File: src/hw/rtl/leb128_varint_decoder_macros.svh
// ---------------------------------------------------------------------------
// LEB128 varint decoder assertion macros
// Shared concurrent assertion forms used by the decoder RTL.
// ---------------------------------------------------------------------------
`ifndef LEB128_VARINT_DECODER_MACROS_SVH
`define LEB128_VARINT_DECODER_MACROS_SVH

// same-cycle implication, checked out of reset
`define LEB_ASSERT_IMPLIES(label, clk, rst_n, a, b) \
	label: assert property (@(posedge clk) disable iff (!rst_n) (a) |-> (b)) \
		else $error("leb128 assertion failed: same-cycle implication");

// next-cycle implication, checked out of reset
`define LEB_ASSERT_NEXT(label, clk, rst_n, a, b) \
	label: assert property (@(posedge clk) disable iff (!rst_n) (a) |=> (b)) \
		else $error("leb128 assertion failed: next-cycle implication");

`endif

File: src/hw/rtl/leb_pkg.sv
// ---------------------------------------------------------------------------
// LEB128 decoder package
// Field widths, status codes and the result tag carried through the queue.
// ---------------------------------------------------------------------------
package leb_pkg;

	localparam int BYTE_W     = 8;
	localparam int GROUP_BITS = 7;
	localparam int MORE_IDX   = 7;
	localparam int COUNT_W    = 4;
	localparam int STATUS_W   = 2;

	typedef enum logic [STATUS_W-1:0] {
		ST_OK        = 2'd0,
		ST_OVERLONG  = 2'd1,
		ST_TRUNCATED = 2'd2
	} leb_status_t;

	typedef struct packed {
		leb_status_t          status;
		logic [COUNT_W-1:0]   byte_count;
		logic                 zigzag;
	} leb_tag_t;

	localparam int TAG_W = $bits(leb_tag_t);

endpackage

File: src/hw/rtl/leb128_varint_decoder.sv
// ---------------------------------------------------------------------------
// LEB128 varint decoder
// Decodes unsigned LEB128 numbers, one byte per transaction, with optional
// zig-zag decoding and overlong / truncated error reporting.
//
//   channel   dir  contents
//   s_axis    in   tdata[7:0] byte_in, tlast end_of_data, tuser zigzag_mode
//   m_axis    out  tdata[63:0] value, tdata[67:64] byte_count, tuser status
//
// Takes one byte every cycle unless the queue is full; the front end's
// accumulate step is a single shift and OR; no byte waits on the one before.
// A result reaches m_axis through the queue entry, written at the edge that
// accepts its last byte, and then the output register, which loads from the
// queue whenever the register is free or m_axis_tready is high.
// The result queue holds QUEUE_DEPTH numbers; s_axis_tready drops only
// while it is full because m_axis is stalled.
// Reset clears the partial number, empties the queue and clears the output valid flag.
// ---------------------------------------------------------------------------
`include "leb128_varint_decoder_macros.svh"

module leb128_varint_decoder
	import leb_pkg::*;
#(
	parameter int VALUE_BITS  = 64,
	parameter int QUEUE_DEPTH = 2
) (
	input  logic        clk,
	input  logic        arst_n,
	input  logic        s_axis_tvalid,
	output logic        s_axis_tready,
	input  logic [7:0]  s_axis_tdata,   // [7:0] byte_in
	input  logic        s_axis_tlast,
	input  logic        s_axis_tuser,   // [0] zigzag_mode
	output logic        m_axis_tvalid,
	input  logic        m_axis_tready,
	output logic [71:0] m_axis_tdata,   // [63:0] value, [67:64] byte_count, [71:68] zero
	output logic [1:0]  m_axis_tuser    // [1:0] status
);

	localparam int MAX_GROUPS = (VALUE_BITS + GROUP_BITS - 1) / GROUP_BITS;
	localparam int ENTRY_W    = VALUE_BITS + TAG_W;

	logic                  push;
	logic [VALUE_BITS-1:0] push_value;
	leb_tag_t              push_tag;
	logic                  q_full;
	logic                  q_valid;
	logic                  q_pop;
	logic [ENTRY_W-1:0]    q_data;
	logic [63:0]           out_value;
	leb_status_t           out_status;
	logic [COUNT_W-1:0]    out_count;

	leb_front #(
		.VALUE_BITS (VALUE_BITS)
	) u_front (
		.clk        (clk),
		.arst_n     (arst_n),
		.in_valid   (s_axis_tvalid),
		.in_ready   (s_axis_tready),
		.in_byte    (s_axis_tdata),
		.in_last    (s_axis_tlast),
		.in_zigzag  (s_axis_tuser),
		.queue_full (q_full),
		.push       (push),
		.push_value (push_value),
		.push_tag   (push_tag)
	);

	leb_fifo #(
		.WIDTH (ENTRY_W),
		.DEPTH (QUEUE_DEPTH)
	) u_queue (
		.clk       (clk),
		.arst_n    (arst_n),
		.push      (push),
		.push_data ({push_tag, push_value}),
		.full      (q_full),
		.pop       (q_pop),
		.valid     (q_valid),
		.pop_data  (q_data)
	);

	leb_back #(
		.VALUE_BITS (VALUE_BITS)
	) u_back (
		.clk        (clk),
		.arst_n     (arst_n),
		.q_valid    (q_valid),
		.q_value    (q_data[VALUE_BITS-1:0]),
		.q_tag      (leb_tag_t'(q_data[ENTRY_W-1:VALUE_BITS])),
		.q_pop      (q_pop),
		.out_valid  (m_axis_tvalid),
		.out_ready  (m_axis_tready),
		.out_value  (out_value),
		.out_status (out_status),
		.out_count  (out_count)
	);

	assign m_axis_tdata = {4'b0000, out_count, out_value};
	assign m_axis_tuser = out_status;

	`LEB_ASSERT_IMPLIES(a_no_push_when_full, clk, arst_n, push, !q_full)
	`LEB_ASSERT_IMPLIES(a_no_pop_when_empty, clk, arst_n, q_pop, q_valid)
	`LEB_ASSERT_IMPLIES(a_error_value_zero, clk, arst_n, m_axis_tvalid && (out_status != ST_OK), out_value == '0)
	`LEB_ASSERT_IMPLIES(a_overlong_count, clk, arst_n, m_axis_tvalid && (out_status == ST_OVERLONG), out_count == COUNT_W'(MAX_GROUPS))
	`LEB_ASSERT_NEXT(a_pop_loads_output, clk, arst_n, q_pop, m_axis_tvalid)

endmodule

File: src/hw/rtl/leb_fifo.sv
// ---------------------------------------------------------------------------
// LEB128 result queue
// Small register FIFO between the byte front end and the output stage.
// ---------------------------------------------------------------------------
module leb_fifo #(
	parameter int WIDTH = 8,
	parameter int DEPTH = 2
) (
	input  logic             clk,
	input  logic             arst_n,
	input  logic             push,
	input  logic [WIDTH-1:0] push_data,
	output logic             full,
	input  logic             pop,
	output logic             valid,
	output logic [WIDTH-1:0] pop_data
);

	localparam int AW = (DEPTH > 1) ? $clog2(DEPTH) : 1;
	localparam int CW = $clog2(DEPTH + 1);

	logic [WIDTH-1:0] mem_q [DEPTH];
	logic [AW-1:0]    wr_ptr_q;
	logic [AW-1:0]    rd_ptr_q;
	logic [CW-1:0]    count_q;

	function automatic logic [AW-1:0] ptr_inc(input logic [AW-1:0] p);
		ptr_inc = (p == AW'(DEPTH - 1)) ? '0 : p + AW'(1);
	endfunction

	assign full     = (count_q == CW'(DEPTH));
	assign valid    = (count_q != '0);
	assign pop_data = mem_q[rd_ptr_q];

	always_ff @(posedge clk) begin
		if (push) begin
			mem_q[wr_ptr_q] <= push_data;
		end
	end

	always_ff @(posedge clk or negedge arst_n) begin
		if (!arst_n) begin
			wr_ptr_q <= '0;
			rd_ptr_q <= '0;
			count_q  <= '0;
		end else begin
			if (push) begin
				wr_ptr_q <= ptr_inc(wr_ptr_q);
			end
			if (pop) begin
				rd_ptr_q <= ptr_inc(rd_ptr_q);
			end
			if (push && !pop) begin
				count_q <= count_q + CW'(1);
			end else if (pop && !push) begin
				count_q <= count_q - CW'(1);
			end
		end
	end

endmodule

File: src/hw/rtl/leb_front.sv
// ---------------------------------------------------------------------------
// LEB128 byte front end
// Accumulates 7-bit groups and classifies each byte as continue, done,
// overlong or truncated; finished numbers go to the result queue.
// ---------------------------------------------------------------------------
module leb_front
	import leb_pkg::*;
#(
	parameter int VALUE_BITS = 64
) (
	input  logic                  clk,
	input  logic                  arst_n,
	input  logic                  in_valid,
	output logic                  in_ready,
	input  logic [BYTE_W-1:0]     in_byte,
	input  logic                  in_last,
	input  logic                  in_zigzag,
	input  logic                  queue_full,
	output logic                  push,
	output logic [VALUE_BITS-1:0] push_value,
	output leb_tag_t              push_tag
);

	localparam int MAX_GROUPS = (VALUE_BITS + GROUP_BITS - 1) / GROUP_BITS;
	localparam int SHIFT_W    = $clog2(VALUE_BITS);

	logic [VALUE_BITS-1:0] accum_q;
	logic [COUNT_W-1:0]    group_q;

	logic                  accept;
	logic                  more;
	logic [SHIFT_W-1:0]    shift;
	logic [COUNT_W-1:0]    cnt;
	logic [VALUE_BITS-1:0] acc_next;
	logic                  done;
	logic                  overlong;
	logic                  trunc;

	assign in_ready = !queue_full;
	assign accept   = in_valid && in_ready;
	assign more     = in_byte[MORE_IDX];
	assign shift    = SHIFT_W'(group_q * GROUP_BITS);
	assign cnt      = group_q + COUNT_W'(1);

	// bits shifted past the top of the accumulator are dropped
	assign acc_next = accum_q | (VALUE_BITS'(in_byte[GROUP_BITS-1:0]) << shift);

	assign done     = !more;
	assign overlong = more && (cnt >= COUNT_W'(MAX_GROUPS));
	assign trunc    = more && !overlong && in_last;

	assign push       = accept && (done || overlong || trunc);
	assign push_value = done ? acc_next : '0;

	always_comb begin
		push_tag.byte_count = cnt;
		push_tag.zigzag     = in_zigzag;
		if (done) begin
			push_tag.status = ST_OK;
		end else if (overlong) begin
			push_tag.status = ST_OVERLONG;
		end else begin
			push_tag.status = ST_TRUNCATED;
		end
	end

	always_ff @(posedge clk or negedge arst_n) begin
		if (!arst_n) begin
			accum_q <= '0;
			group_q <= '0;
		end else if (accept) begin
			if (push) begin
				accum_q <= '0;
				group_q <= '0;
			end else begin
				accum_q <= acc_next;
				group_q <= cnt;
			end
		end
	end

endmodule

File: src/hw/rtl/leb_back.sv
// ---------------------------------------------------------------------------
// LEB128 result back end
// Pops finished numbers, applies zig-zag decoding when the tag selects it
// and holds the result in the output register until the consumer takes it.
// ---------------------------------------------------------------------------
module leb_back
	import leb_pkg::*;
#(
	parameter int VALUE_BITS = 64
) (
	input  logic                  clk,
	input  logic                  arst_n,
	input  logic                  q_valid,
	input  logic [VALUE_BITS-1:0] q_value,
	input  leb_tag_t              q_tag,
	output logic                  q_pop,
	output logic                  out_valid,
	input  logic                  out_ready,
	output logic [63:0]           out_value,
	output leb_status_t           out_status,
	output logic [COUNT_W-1:0]    out_count
);

	logic                  valid_q;
	logic [VALUE_BITS-1:0] value_q;
	leb_tag_t              tag_q;
	logic [VALUE_BITS-1:0] decoded;

	// zig-zag within VALUE_BITS: (v >> 1) ^ -(v & 1)
	assign decoded = q_tag.zigzag
		? ({1'b0, q_value[VALUE_BITS-1:1]} ^ {VALUE_BITS{q_value[0]}})
		: q_value;

	assign q_pop = q_valid && (!valid_q || out_ready);

	always_ff @(posedge clk or negedge arst_n) begin
		if (!arst_n) begin
			valid_q <= 1'b0;
		end else if (q_pop) begin
			valid_q <= 1'b1;
		end else if (out_ready) begin
			valid_q <= 1'b0;
		end
	end

	always_ff @(posedge clk) begin
		if (q_pop) begin
			value_q <= decoded;
			tag_q   <= q_tag;
		end
	end

	assign out_valid  = valid_q;
	assign out_value  = 64'(value_q);
	assign out_status = tag_q.status;
	assign out_count  = tag_q.byte_count;

endmodule

File: config.mk
export PLATFORM = sky130hd
export DESIGN_NAME = leb128_varint_decoder
export DESIGN_NICKNAME = d
export VERILOG_FILES = /design/src/hw/rtl/leb_pkg.sv /design/src/hw/rtl/leb128_varint_decoder.sv /design/src/hw/rtl/leb_fifo.sv /design/src/hw/rtl/leb_front.sv /design/src/hw/rtl/leb_back.sv
export VERILOG_INCLUDE_DIRS = /design/src /design/src/hw/rtl
export SDC_FILE = /design/constraint.sdc
export NUM_CORES = 1
export LEC_CHECK = 0
export BUFFER_PORTS_ARGS = -buffer_cell sky130_fd_sc_hd__buf_2
export CORE_MARGIN = 2
export CORE_UTILIZATION = 65
export DETAILED_ROUTE_END_ITERATION = 8
export MAX_ROUTING_LAYER = met4
export PLACE_DENSITY = 0.84
export REMOVE_ABC_BUFFERS = 1
export SYNTH_ARGS = -nofsm -noshare
export SYNTH_HDL_FRONTEND = slang
export SYNTH_SLANG_ARGS = --single-unit
File: constraint.sdc
create_clock -name clk -period 12.45 [get_ports clk]
set_input_delay 3.735 -clock clk [delete_from_list [all_inputs] [get_ports clk]]
set_output_delay 3.735 -clock clk [all_outputs]
set_load 0.01 [all_outputs]
# Word-level counts from Yosys, hierarchy flattened
# Memory sizes are Yosys's and may differ from the RTL's.
# Cells that the tools add are included.
[totals]
register_bits = 143
mem_count = 1
elab_cells = 55
ram_bits = 142
inputBits = 14
output_inout_bits = 76
[op_classes]
addsub = 5
order_cmp = 1
bitwise = 2
shifts = 1
muxes = 14
eq_ne = 1
n_reduce_logical = 20
n_mul = 1
[memory_table]
columns = ["memory", "words", "word_bits", "rd", "rd_ports_with_merged_regs", "write_ports", "line_no", "source"]
rows = [
  ["u_queue.mem_q", 2, 71, 1, 0, 1, "leb_fifo.sv:22", "logic [WIDTH-1:0] mem_q [DEPTH];"],
]
[op_table]
columns = ["cell", "count"]
rows = [
  ["$mux 64", 3],
  ["$or 64x64->64", 1],
  ["$shl 7x6->64", 1],
  ["$xor 63x64->64", 1],
  ["$logic_and 1x1->1", 8],
  ["$mux 2", 4],
  ["$logic_not 1->1", 6],
  ["$mul 4x3->6 const B", 1],
  ["$mux 1", 6],
  ["$reduce_bool 2->1", 3],
  ["$add 4x1->4 const B", 1],
  ["$ge 4x4->1 const B", 1],
  ["$mux 4", 1],
  ["$logic_or 1x1->1", 3],
  ["$add 1x1->1 const B", 2],
  ["$add 2x1->2 const B", 1],
  ["$eq 2x2->1 const B", 1],
  ["$sub 2x1->2 const B", 1],
]

# Logic depth before layout (Yosys ltp)
# Gate-level depths: netlist (run 1).
[logic_depth]
ltp_word = 12
mapped_depth = 12
depth_no_buf = 10

# Hierarchy
# A second synthesis (run 1) with hierarchy kept.
[hier_totals]
cells_unflattened = 1044
area_unflattened_um2 = 13482.9
[by_module_without_submodules]
columns = ["module", "area_each_um2", "cells_each", "instances", "seq_area_each_um2"]
rows = [
  ["leb_fifo", 5662.9, 237, 1, 4364.2],
  ["leb_front", 4360.4, 518, 1, 1701.6],
  ["leb_back", 3425.8, 284, 1, 2127.0],
  ["leb128_varint_decoder", 33.8, 5, 1, 0.0],
]

# Worst setup path after synthesis (run 1)
# OpenSTA, ideal clock, no wires.
[synth_timing]
path_kind = "input -> register"
start = "input port s_axis_tvalid"
end = "memory u_queue.mem_q[0][0] in the netlist's numbering, enable pin"
setup_ns = 0.500
setup_slack_ns = 4.548
path_buffers = 2
t_arrival_ns = 7.401
path_stages = 5
t_required_ns = 11.950
path_cell_list = "and2_1 -> clkbuf_1 -> o21ai_1 -> buf_2 -> nor2_1"
[synth_via]
elab_chain_len = 4
[synth_lines]
columns = ["item", "line_no", "source"]
rows = [
  ["start, declared", "leb128_varint_decoder.sv:29", "input logic s_axis_tvalid,"],
  ["$logic_and 1x1->1", "leb_front.sv:40", "assign accept = in_valid && in_ready;"],
  ["$logic_and 1x1->1", "leb_front.sv:52", "assign push = accept && (done || overlong || trunc);"],
  ["$mux 1", "leb_fifo.sv:36", "if (push) begin"],
  ["$mux 1 (implied by the code)", "leb_fifo.sv:37", "mem_q[wr_ptr_q] <= push_data;"],
  ["end, declared", "leb_fifo.sv:22", ""],
]
# No other way between the ends.

# Worst setup path after layout (run 1)
[layout_timing]
start = "input port s_axis_tdata[7]"
end = "memory u_queue.mem_q[1][23] in the netlist's numbering, enable pin"
[layout_via]
elab_chain_len = 8
word_cells_on_any_way = 10
cone_classes = "mux (2); reduce/logical (8)"
[layout_lines]
columns = ["item", "line_no", "source"]
rows = [
  ["start, declared", "leb128_varint_decoder.sv:31", "input logic [7:0] s_axis_tdata,"],
  ["$logic_and 1x1->1", "leb_front.sv:49", "assign overlong = more && (cnt >= COUNT_W'(MAX_GROUPS));"],
  ["$logic_not 1->1", "leb_front.sv:50", "assign trunc = more && !overlong && in_last;"],
  ["$logic_and 1x1->1 (2 in series)", "leb_front.sv:50", ""],
  ["$logic_or 1x1->1 (*)", "leb_front.sv:52", ""],
  ["$logic_and 1x1->1 (*)", "leb_front.sv:52", ""],
  ["$mux 1 (*)", "leb_fifo.sv:36", ""],
  ["$mux 1 (implied by the code) (*)", "leb_fifo.sv:37", ""],
]
# Mark *: on every way between the ends. The rest lies on a longest branch, timed or not.

==> impl_results.rst, run 1 <==
.. list-table::
   :header-rows: 1

   * - Metric
     - Value
   * - Final routed DRC violation total
     - 0
   * - Hold path start
     - u_front.accum_q[27]$_DFFE_PN0P_
   * - Number of stages on the worst hold path
     - 2
   * - Cell with the most instances on the worst path
     - sky130_fd_sc_hd__buf_4
   * - Critical setup path kind
     - input pin to flip-flop
   * - Per-instance average area after synthesis
     - 12.7 um^2
   * - Endpoint required time on the critical path
     - 12.61 ns
   * - CTS clock-pin slew for the worst setup and hold paths
     - 0.06 ns
   * - Rows
     - 51
   * - Reg2reg start
     - u_front.group_q[0]$_DFFE_PN0P_
   * - Maximum level of the CTS H-tree
     - 1
   * - Critical path launch point
     - s_axis_tdata[7]
   * - Count of nets after finishing
     - 1,093
   * - Distinct cell type count of the synthesized netlist
     - 55
   * - Total wirelength of the detailed-routed design
     - 26,500 um
   * - Clk Latency, worst-skew pair
     - 0.54 ns
   * - Count of flip-flops with a built-in enable after synthesis
     - 212
   * - Clock tree root buffer cell
     - sky130_fd_sc_hd__clkbuf_16
   * - Count of filler cells inserted in the layout
     - 1,288
   * - Cts bufs inserted
     - 28
   * - Global-route total usage across every layer
     - 26.7%
   * - Class of the tightest hold or removal check
     - flip-flop to flip-flop
   * - Number of resized instances in the post-cts repair step
     - 0
   * - Share of the yosys chip area belonging to registers
     - 64.1%
   * - Final count of pins violating max slew
     - 0
   * - CTS Hold Buffers Added
     - 0
   * - Routed WL per cell
     - 19.6 um
   * - Setup slack on the worst flop-to-flop path
     - 7.25 ns
   * - Arrival time of the worst setup path
     - 7.06 ns
   * - First-pass GRT wire length
     - 41,500 um
   * - Endpoint of the worst-slack reg-to-reg timing path
     - u_queue.mem_q[1][23]$_DFFE_PP_
   * - Pre-antenna DRT Iters
     - 5
   * - Critical Path Fanout Max
     - 62
   * - Clock period minus worst slack
     - 6.90 ns
   * - CP max stage cell
     - sky130_fd_sc_hd__inv_2
   * - Buffers from clock root to sink, at most
     - 3
   * - Total overflow reported by the global router
     - 0
   * - Crit path buffers/inverters
     - 5
   * - Critical path, cell by cell
     - buf_2 > buf_4 > nand2b_1 > o21ai_1 > buf_4 > inv_2 > and2_2 > buf_4
   * - Antenna violations before repair
     - 0
   * - Number of clock sinks
     - 285
   * - Maximum achievable frequency
     - 0.145 GHz
   * - Inserted Diodes
     - 0
   * - Input/output buffers
     - 85
   * - Biggest area contributors in the synthesized netlist
     - sky130_fd_sc_hd__edfxtp_1 50%, sky130_fd_sc_hd__dfrtp_1 14%, sky130_fd_sc_hd__mux2i_1 5.7%, sky130_fd_sc_hd__nor2_1 4.5%, sky130_fd_sc_hd__xor2_1 4.5%
   * - Worst setup SP type
     - input pin
   * - Number of design-rule violations left by the first detailed-router iteration
     - 791
   * - Family of cells with the greatest summed delay on the critical path
     - buffers and inverters
   * - I/O pin count
     - 90
   * - Final hold violation count
     - 0
   * - Most used flip-flop cell after synthesis
     - sky130_fd_sc_hd__edfxtp_1
   * - Sum of negative setup slack
     - 0 ns
   * - Setup violation total in the final timing report
     - 0
   * - Least-Margin Pin Slew
     - 1.14 ns
   * - Die area
     - 0.0208 mm^2
   * - Yosys top cell area share
     - 49.8%
   * - Endpoint kind of the worst setup timing path
     - flip-flop
   * - Slew Limit Headroom
     - 24.0%
   * - Post-Syn Instances
     - 1,009
   * - Die Wd
     - 144 um
   * - Die Height
     - 144 um
   * - Floorplan core area
     - 0.0194 mm^2
   * - Met2 usage
     - 42.3%
   * - Total number of vias
     - 8,226
   * - Seq cells post-synth
     - 285
   * - Fraction of layout cells with a size suffix above 1
     - 15.5%
   * - Met1 routing resource usage after global routing
     - 36.2%
   * - Max-cap viol count
     - 0
   * - Largest net degree at the start of global routing
     - 96
   * - Detailed placer's ending HPWL
     - 16,400 um
   * - Global placement routability congestion
     - 0.925
   * - Ys Warns
     - 0
   * - Slowest cell delay on critical path
     - 0.78 ns
   * - Setup repair after global routing missed its margin
     - false
   * - Setup Fix Bufs, Post-CTS
     - 0
   * - Async set or reset register ratio after synthesis
     - 25.6%
   * - Layout area overhead
     - 11.5%
   * - Initial Util
     - 65.9%
   * - Finished Cell Area
     - 0.0143 mm^2
   * - Antenna-violating nets left
     - 0
   * - Share of the clock period used by the worst path after layout
     - 55.4%
   * - Vias per std cell
     - 6.08
   * - Worst clock skew
     - 0.00763 ns
   * - Power density of the placed cells
     - 249 mW/mm^2
   * - Clock tree from TritonCTS
     - yes
   * - Layer with the highest usage
     - met2
   * - Synth area leader
     - sky130_fd_sc_hd__edfxtp_1
   * - Logic depth of the worst path, buffers included
     - 8
   * - Placed standard-cell area
     - 0.0133 mm^2
   * - Outcome
     - completed
   * - Global Route met3 Usage
     - 4.54%
   * - Worst vdd rail ir drop
     - 219 uV
   * - Vias in the first global route
     - 7,822
   * - Leakage power
     - 5.60 nW
   * - Count of cells along the worst register-to-register path
     - 8
   * - Area of the mapped netlist
     - 0.0128 mm^2
   * - Worst Hold Path EP
     - u_front.accum_q[27]$_DFFE_PN0P_
## synth_stat cells, types with 5 or more instances
master,instances
sky130_fd_sc_hd__edfxtp_1,212
sky130_fd_sc_hd__nor2_1,153
sky130_fd_sc_hd__a21oi_1,93
sky130_fd_sc_hd__dfrtp_1,73
sky130_fd_sc_hd__mux2i_1,73
sky130_fd_sc_hd__xor2_1,65
sky130_fd_sc_hd__a31oi_1,39
sky130_fd_sc_hd__o22ai_1,37
sky130_fd_sc_hd__inv_1,32
sky130_fd_sc_hd__buf_2,31
sky130_fd_sc_hd__clkbuf_1,30
sky130_fd_sc_hd__nand2_1,16
sky130_fd_sc_hd__a41oi_1,15
sky130_fd_sc_hd__nand3_1,12
sky130_fd_sc_hd__mux2_2,10
sky130_fd_sc_hd__o21ai_0,10
sky130_fd_sc_hd__a22o_1,8
sky130_fd_sc_hd__ha_1,8
sky130_fd_sc_hd__a22oi_1,6
sky130_fd_sc_hd__and2_1,6
sky130_fd_sc_hd__xnor2_1,6
sky130_fd_sc_hd__buf_1,5
## registers in the layout, summed over array words and instances, names as in the netlist
register	count
u_queue.mem_q	142
u_back.out_status	2
u_queue.rd_ptr_q	1
u_back.out_valid	1
u_queue.wr_ptr_q	1
u_front.accum_q	64
u_back.out_value	64
u_queue.count_q	2
u_back.out_count	4
u_front.group_q	4
## routing by layer
metal | wire (um) | part of all wire [%]
met3 | 1990 | 7.5
met5 | 0 | 0
met2 | 12700 | 48
met1 | 11200 | 42
met4 | 641 | 2.4
## stage by stage
stage / worst slack (ns) / cells / hold WS, ns / power (mW) / utilization (%)
after floorplan: 3.96 / 940 / 0.450 / 2.37 / -
after global placement: 5.18 / 1302 / 0.475 / 2.67 / 68.8
after detailed placement: 5.08 / 1302 / 0.479 / 2.71 / 68.8
after CTS: 5.63 / 1354 / 0.493 / 3.55 / 73.5
after global routing: 5.38 / 1354 / 0.517 / 3.75 / 73.5
final: 5.55 / 1354 / 0.495 / 3.55 / 73.5
## layout make-up
type | instances | area, um^2 | share of cell area (%)
Tap cell | 265 | 332 | 2.33
Inverter | 33 | 124 | 0.869
Timing Repair Buffer | 97 | 515 | 3.62
Clock inverter | 15 | 145 | 1.02
Clock buffer | 37 | 766 | 5.37
Sequential cell | 285 | 8200 | 57.5
Multi-Input combinational cell | 622 | 4170 | 29.3
## worst register-to-register path, cell delays in order, from the launching register on
cell	delay (ns)
sky130_fd_sc_hd__dfrtp_1	0.83
sky130_fd_sc_hd__ha_1	0.61
sky130_fd_sc_hd__nor2b_1	0.28
sky130_fd_sc_hd__a22oi_1	0.50
sky130_fd_sc_hd__o21ai_1	0.14
sky130_fd_sc_hd__buf_4	0.22
sky130_fd_sc_hd__inv_2	0.79
sky130_fd_sc_hd__and2_2	0.77
sky130_fd_sc_hd__buf_4	0.62
## where the power goes
part,internal (mW),switching (mW),leakage [nW]
registers,1.37,0.0986,3.01
logic,0.440,0.803,2.14
clock network,0.492,0.342,0.446
## cell usage in the layout (no fill, tap or decap), drive strengths merged, types with 3 or more instances in the layout
cell type	synthesis	final
nor3	3	3
mux2	13	13
fa	4	4
a32oi	4	4
o31ai	3	3
clkinv	0	12
o21ai	11	11
o2bb2ai	4	4
nor2	153	153
o22ai	37	37
a41oi	15	15
xnor2	6	6
mux2i	73	73
and3	6	6
a22o	8	8
bufinv	0	3
nand3	12	12
a21oi	93	93
conb	1	4
buf	42	97
nand2b	4	4
ha	8	8
a31oi	39	39
or3	3	3
nand2	16	16
a22oi	6	6
clkbuf	30	37
edfxtp	212	212
nor2b	5	5
and2	7	7
inv	33	33
xor2	65	65
dfrtp	73	73
## logic make-up (layout without fill, tap and decap cells)
group,count (synthesis),count (layout),synth area share [%]
other,1,4,0.0293
AOI/OAI and AO/OA,229,229,11.1
muxes,88,88,7.30
DFF,285,285,64.1
buffers and inverters,105,182,3.62
adders and majority gates,12,12,1.41
xor gates and xnor gates,71,71,4.86
and+or+nand+nor,218,218,7.60
## how the worst max path moves through the flow
stage                                     end  slack [ns]
2_1_floorplan   u_queue.mem_q[0][0]$_DFFE_PP_        3.96
3_3_place_gp    u_queue.mem_q[1][1]$_DFFE_PP_        5.18
3_5_place_dp    u_queue.mem_q[1][1]$_DFFE_PP_        5.08
4_1_cts        u_queue.mem_q[1][21]$_DFFE_PP_        5.63
5_1_grt        u_queue.mem_q[1][21]$_DFFE_PP_        5.38
6_report       u_queue.mem_q[1][23]$_DFFE_PP_        5.55
Note: power is estimated with default switching activity, not from simulation.
==> inputs of run 2 (changes only) <==
Settings changed: CORE_UTILIZATION 65 to 55, PLACE_DENSITY 0.84 to 0.76.
Clock period 12.45 ns to 5.9 ns, I/O delays scaled along.
==> run 2 against run 1 <==
Effect of this change:
- sequential power is 110% higher
- non-clock buffer count is 4 higher
- sequential share of layout area is 0.37 points lower
- cell count is 1.8% higher
- register-to-register slack worse by 5.7 ns
- critical path type is now flip-flop to flip-flop
- clock skew is 0.013 ns higher
- hold slack worse by 0.0019 ns
- largest cell class unchanged
- clock-buffer cell count is 7 higher
==> impl_results.rst, run 2 (synthesized netlist as in run 1, its figures left out) <==
.. list-table::
   :header-rows: 1

   * - Metric
     - Value
   * - Outcome
     - completed (unchanged)
   * - Antenna-violating nets left
     - 0 (unchanged)
   * - Die Height
     - 156 um (was 144 um)
   * - Total wirelength of the detailed-routed design
     - 26,200 um (was 26,500 um)
   * - Critical path, cell by cell
     - fa_1 > ha_1 > fa_1 > xor2_1 > buf_4 > o21a_1 > a32oi_1 > a21oi_1 (was buf_2 > buf_4 > nand2b_1 > o21ai_1 > buf_4 > inv_2 > and2_2 > buf_4)
   * - Power density of the placed cells
     - 522 mW/mm^2 (was 249 mW/mm^2)
   * - CTS Hold Buffers Added
     - 0 (unchanged)
   * - Maximum level of the CTS H-tree
     - 1 (unchanged)
   * - Slew Limit Headroom
     - 22.9% (was 24.0%)
   * - Global placement routability congestion
     - 0.891 (was 0.925)
   * - Inserted Diodes
     - 0 (unchanged)
   * - Detailed placer's ending HPWL
     - 16,900 um (was 16,400 um)
   * - Worst setup SP type
     - flip-flop (was input pin)
   * - Number of design-rule violations left by the first detailed-router iteration
     - 771 (was 791)
   * - Combined flip-flop and latch cell area
     - 0.00820 mm^2 (unchanged)
   * - Count of nets after finishing
     - 1,098 (was 1,093)
   * - Cts bufs inserted
     - 29 (was 28)
   * - Number of clock sinks
     - 285 (unchanged)
   * - Sw Ratio
     - 34.9% (was 35.0%)
   * - Input/output buffers
     - 85 (unchanged)
   * - Final count of pins violating max slew
     - 0 (unchanged)
   * - Worst vdd rail ir drop
     - 339 uV (was 219 uV)
   * - Cell with the most instances on the worst path
     - sky130_fd_sc_hd__fa_1 (was sky130_fd_sc_hd__buf_4)
   * - Number of resized instances in the post-cts repair step
     - 0 (unchanged)
   * - CTS clock-pin slew for the worst setup and hold paths
     - 0.06 ns (about the same)
   * - Final hold violation count
     - 0 (unchanged)
   * - First-pass GRT wire length
     - 42,300 um (was 41,500 um)
   * - Setup slack on the worst flop-to-flop path
     - 1.58 ns (was 7.25 ns)
   * - Clock tree from TritonCTS
     - yes (unchanged)
   * - Setup violation total in the final timing report
     - 0 (unchanged)
   * - Internal power contribution
     - 4.88 mW (was 2.30 mW)
   * - Rows
     - 55 (was 51)
   * - Maximum achievable frequency
     - 0.231 GHz
   * - Flip-flop count of the largest register after layout
     - 142 (unchanged)
   * - Antenna violations before repair
     - 0 (unchanged)
   * - Switching power
     - 2.62 mW (was 1.24 mW)
   * - Total overflow reported by the global router
     - 0 (unchanged)
   * - Slowest cell delay on critical path
     - 0.78 ns (about the same)
   * - Placed insts
     - 1,326 (was 1,302)
   * - Vias in the first global route
     - 7,955 (was 7,822)
   * - Largest net degree at the start of global routing
     - 90 (was 96)
   * - Class of the tightest hold or removal check
     - flip-flop to flip-flop (unchanged)
   * - Global-route total usage across every layer
     - 22.5% (was 26.7%)
   * - Clock tree root buffer cell
     - sky130_fd_sc_hd__clkbuf_16 (unchanged)
   * - Floorplan core area
     - 0.0227 mm^2 (was 0.0194 mm^2)
   * - Final routed DRC violation total
     - 0 (unchanged)
   * - CP max stage cell
     - sky130_fd_sc_hd__dfrtp_1 (was sky130_fd_sc_hd__inv_2)
   * - Initial Util
     - 56.3% (was 65.9%)
   * - Setup Fix Bufs, Post-CTS
     - 0 (unchanged)
   * - Worst clock skew
     - 0.0204 ns (was 0.00763 ns)
   * - Clock period minus worst slack
     - 4.32 ns
   * - Count of filler cells inserted in the layout
     - 1,729 (was 1,288)
   * - Die area
     - 0.0245 mm^2 (was 0.0208 mm^2)
   * - Most common cell after layout, fill and taps aside
     - sky130_fd_sc_hd__edfxtp_1 (unchanged)
   * - Max-cap viol count
     - 0 (unchanged)
   * - Arrival time of the worst setup path
     - 4.69 ns (was 7.06 ns)
   * - Vias per std cell
     - 5.96 (was 6.08)
   * - Post-route core utilization
     - 63.2% (was 73.5%)
   * - Routed WL per cell
     - 19.0 um (was 19.6 um)
   * - Layout area overhead
     - 12.2% (was 11.5%)
   * - Critical Path Fanout Max
     - 21 (was 62)
   * - Die Wd
     - 156 um (was 144 um)
   * - Area occupied by multi-input gates
     - 0.00417 mm^2 (about the same)
   * - Clock Power Share
     - 23.5% (about the same)
   * - Register containing the most flip-flops in the final layout
     - u_queue.mem_q (unchanged)
   * - Pre-antenna DRT Iters
     - 7 (was 5)
   * - Endpoint required time on the critical path
     - 6.27 ns (was 12.61 ns)
   * - Leakage power
     - 5.64 nW (was 5.60 nW)
   * - Endpoint kind of the worst setup timing path
     - flip-flop (unchanged)
   * - Setup repair after global routing missed its margin
     - false (unchanged)
   * - Sequential Power Share
     - 41.3% (was 41.5%)
   * - Highest-count cells in the layout ignoring fill and taps
     - 212 x sky130_fd_sc_hd__edfxtp_1, 152 x sky130_fd_sc_hd__nor2_1, 93 x sky130_fd_sc_hd__a21oi_1 (was 212 x sky130_fd_sc_hd__edfxtp_1, 151 x sky130_fd_sc_hd__nor2_1, 93 x sky130_fd_sc_hd__a21oi_1)
   * - Buffers from clock root to sink, at most
     - 3 (unchanged)
   * - Total number of vias
     - 8,221 (was 8,226)
   * - Sum of negative setup slack
     - 0 ns (unchanged)
   * - Share of the clock period used by the worst path after layout
     - 73.2%
   * - Final non-filler cell total
     - 1,379 (was 1,354)
   * - Fraction of layout cells with a size suffix above 1
     - 16.5% (was 15.5%)
   * - I/O pin count
     - 90 (unchanged)
   * - Fraction of power consumed by combinational cells
     - 35.2% (was 35.0%)
   * - Clk Latency, worst-skew pair
     - 0.54 ns (about the same)
   * - Final Total Pwr
     - 7.49 mW (was 3.55 mW)
   * - Critical setup path kind
     - flip-flop to flip-flop (was input pin to flip-flop)
   * - Least-Margin Pin Slew
     - 1.15 ns (was 1.14 ns)
run 2: stage by stage:
stage / setup WS [ns] / area, um^2 / hold WS, ns
2_1_floorplan: -2.27 / 12500 / 0.450
3_3_place_gp: 1.73 / 13400 / 0.467
3_5_place_dp: 1.64 / 13400 / 0.480
4_1_cts: 1.62 / 14300 / 0.497
5_1_grt: 1.28 / 14300 / 0.516
6_report: 1.58 / 14300 / 0.493
run 2: worst paths after layout:
check	cells after the start	end	start
hold / removal	2	u_front.accum_q[45]$_DFFE_PN0P_	u_front.accum_q[45]$_DFFE_PN0P_
hold reg to reg	2	u_front.accum_q[45]$_DFFE_PN0P_	u_front.accum_q[45]$_DFFE_PN0P_
setup / recovery	8	u_queue.mem_q[1][33]$_DFFE_PP_	u_front.group_q[0]$_DFFE_PN0P_
max in group asynchronous	2	u_front.accum_q[9]$_DFFE_PN0P_	arst_n
min in group asynchronous	1	u_front.group_q[0]$_DFFE_PN0P_	arst_n
setup reg to reg	8	u_queue.mem_q[1][33]$_DFFE_PP_	u_front.group_q[0]$_DFFE_PN0P_
run 2: routing by layer:
metal	part of all wire, %	GRT usage (%)	vias to the layer above
met5	0	-	-
met4	2.4	6.25	0
met3	7.4	4.21	51
met2	47	35.2	320
met1	44	30.7	4004
li1	-	-	3846
run 2: area by class of cell:
class / instances / share of cell area (%)
Multi-Input combinational cell: 622 / 29.1
Sequential cell: 285 / 57.1
Clock buffer: 44 / 6.23
Timing Repair Buffer: 101 / 3.89
Inverter: 33 / 0.863
Clock inverter: 9 / 0.314
Tap cell: 285 / 2.49
run 2: worst max-delay path: cells and delay by family, from the launching register on:
kind	cells	cell delay [ns]
compound gates	3	1.28
fa+ha+maj	3	1.22
flops	1	0.78
xor+xnor	1	0.55
buf+inv	1	0.32
run 2: power by group through the flow:
stage	clock network, mW	registers [mW]	logic, mW
after floorplan	0	3.33	1.68
after global placement	0	3.12	2.59
after detailed placement	0	3.14	2.63
after CTS	1.79	3.10	2.65
after global routing	1.88	3.15	2.92
final	1.76	3.09	2.64
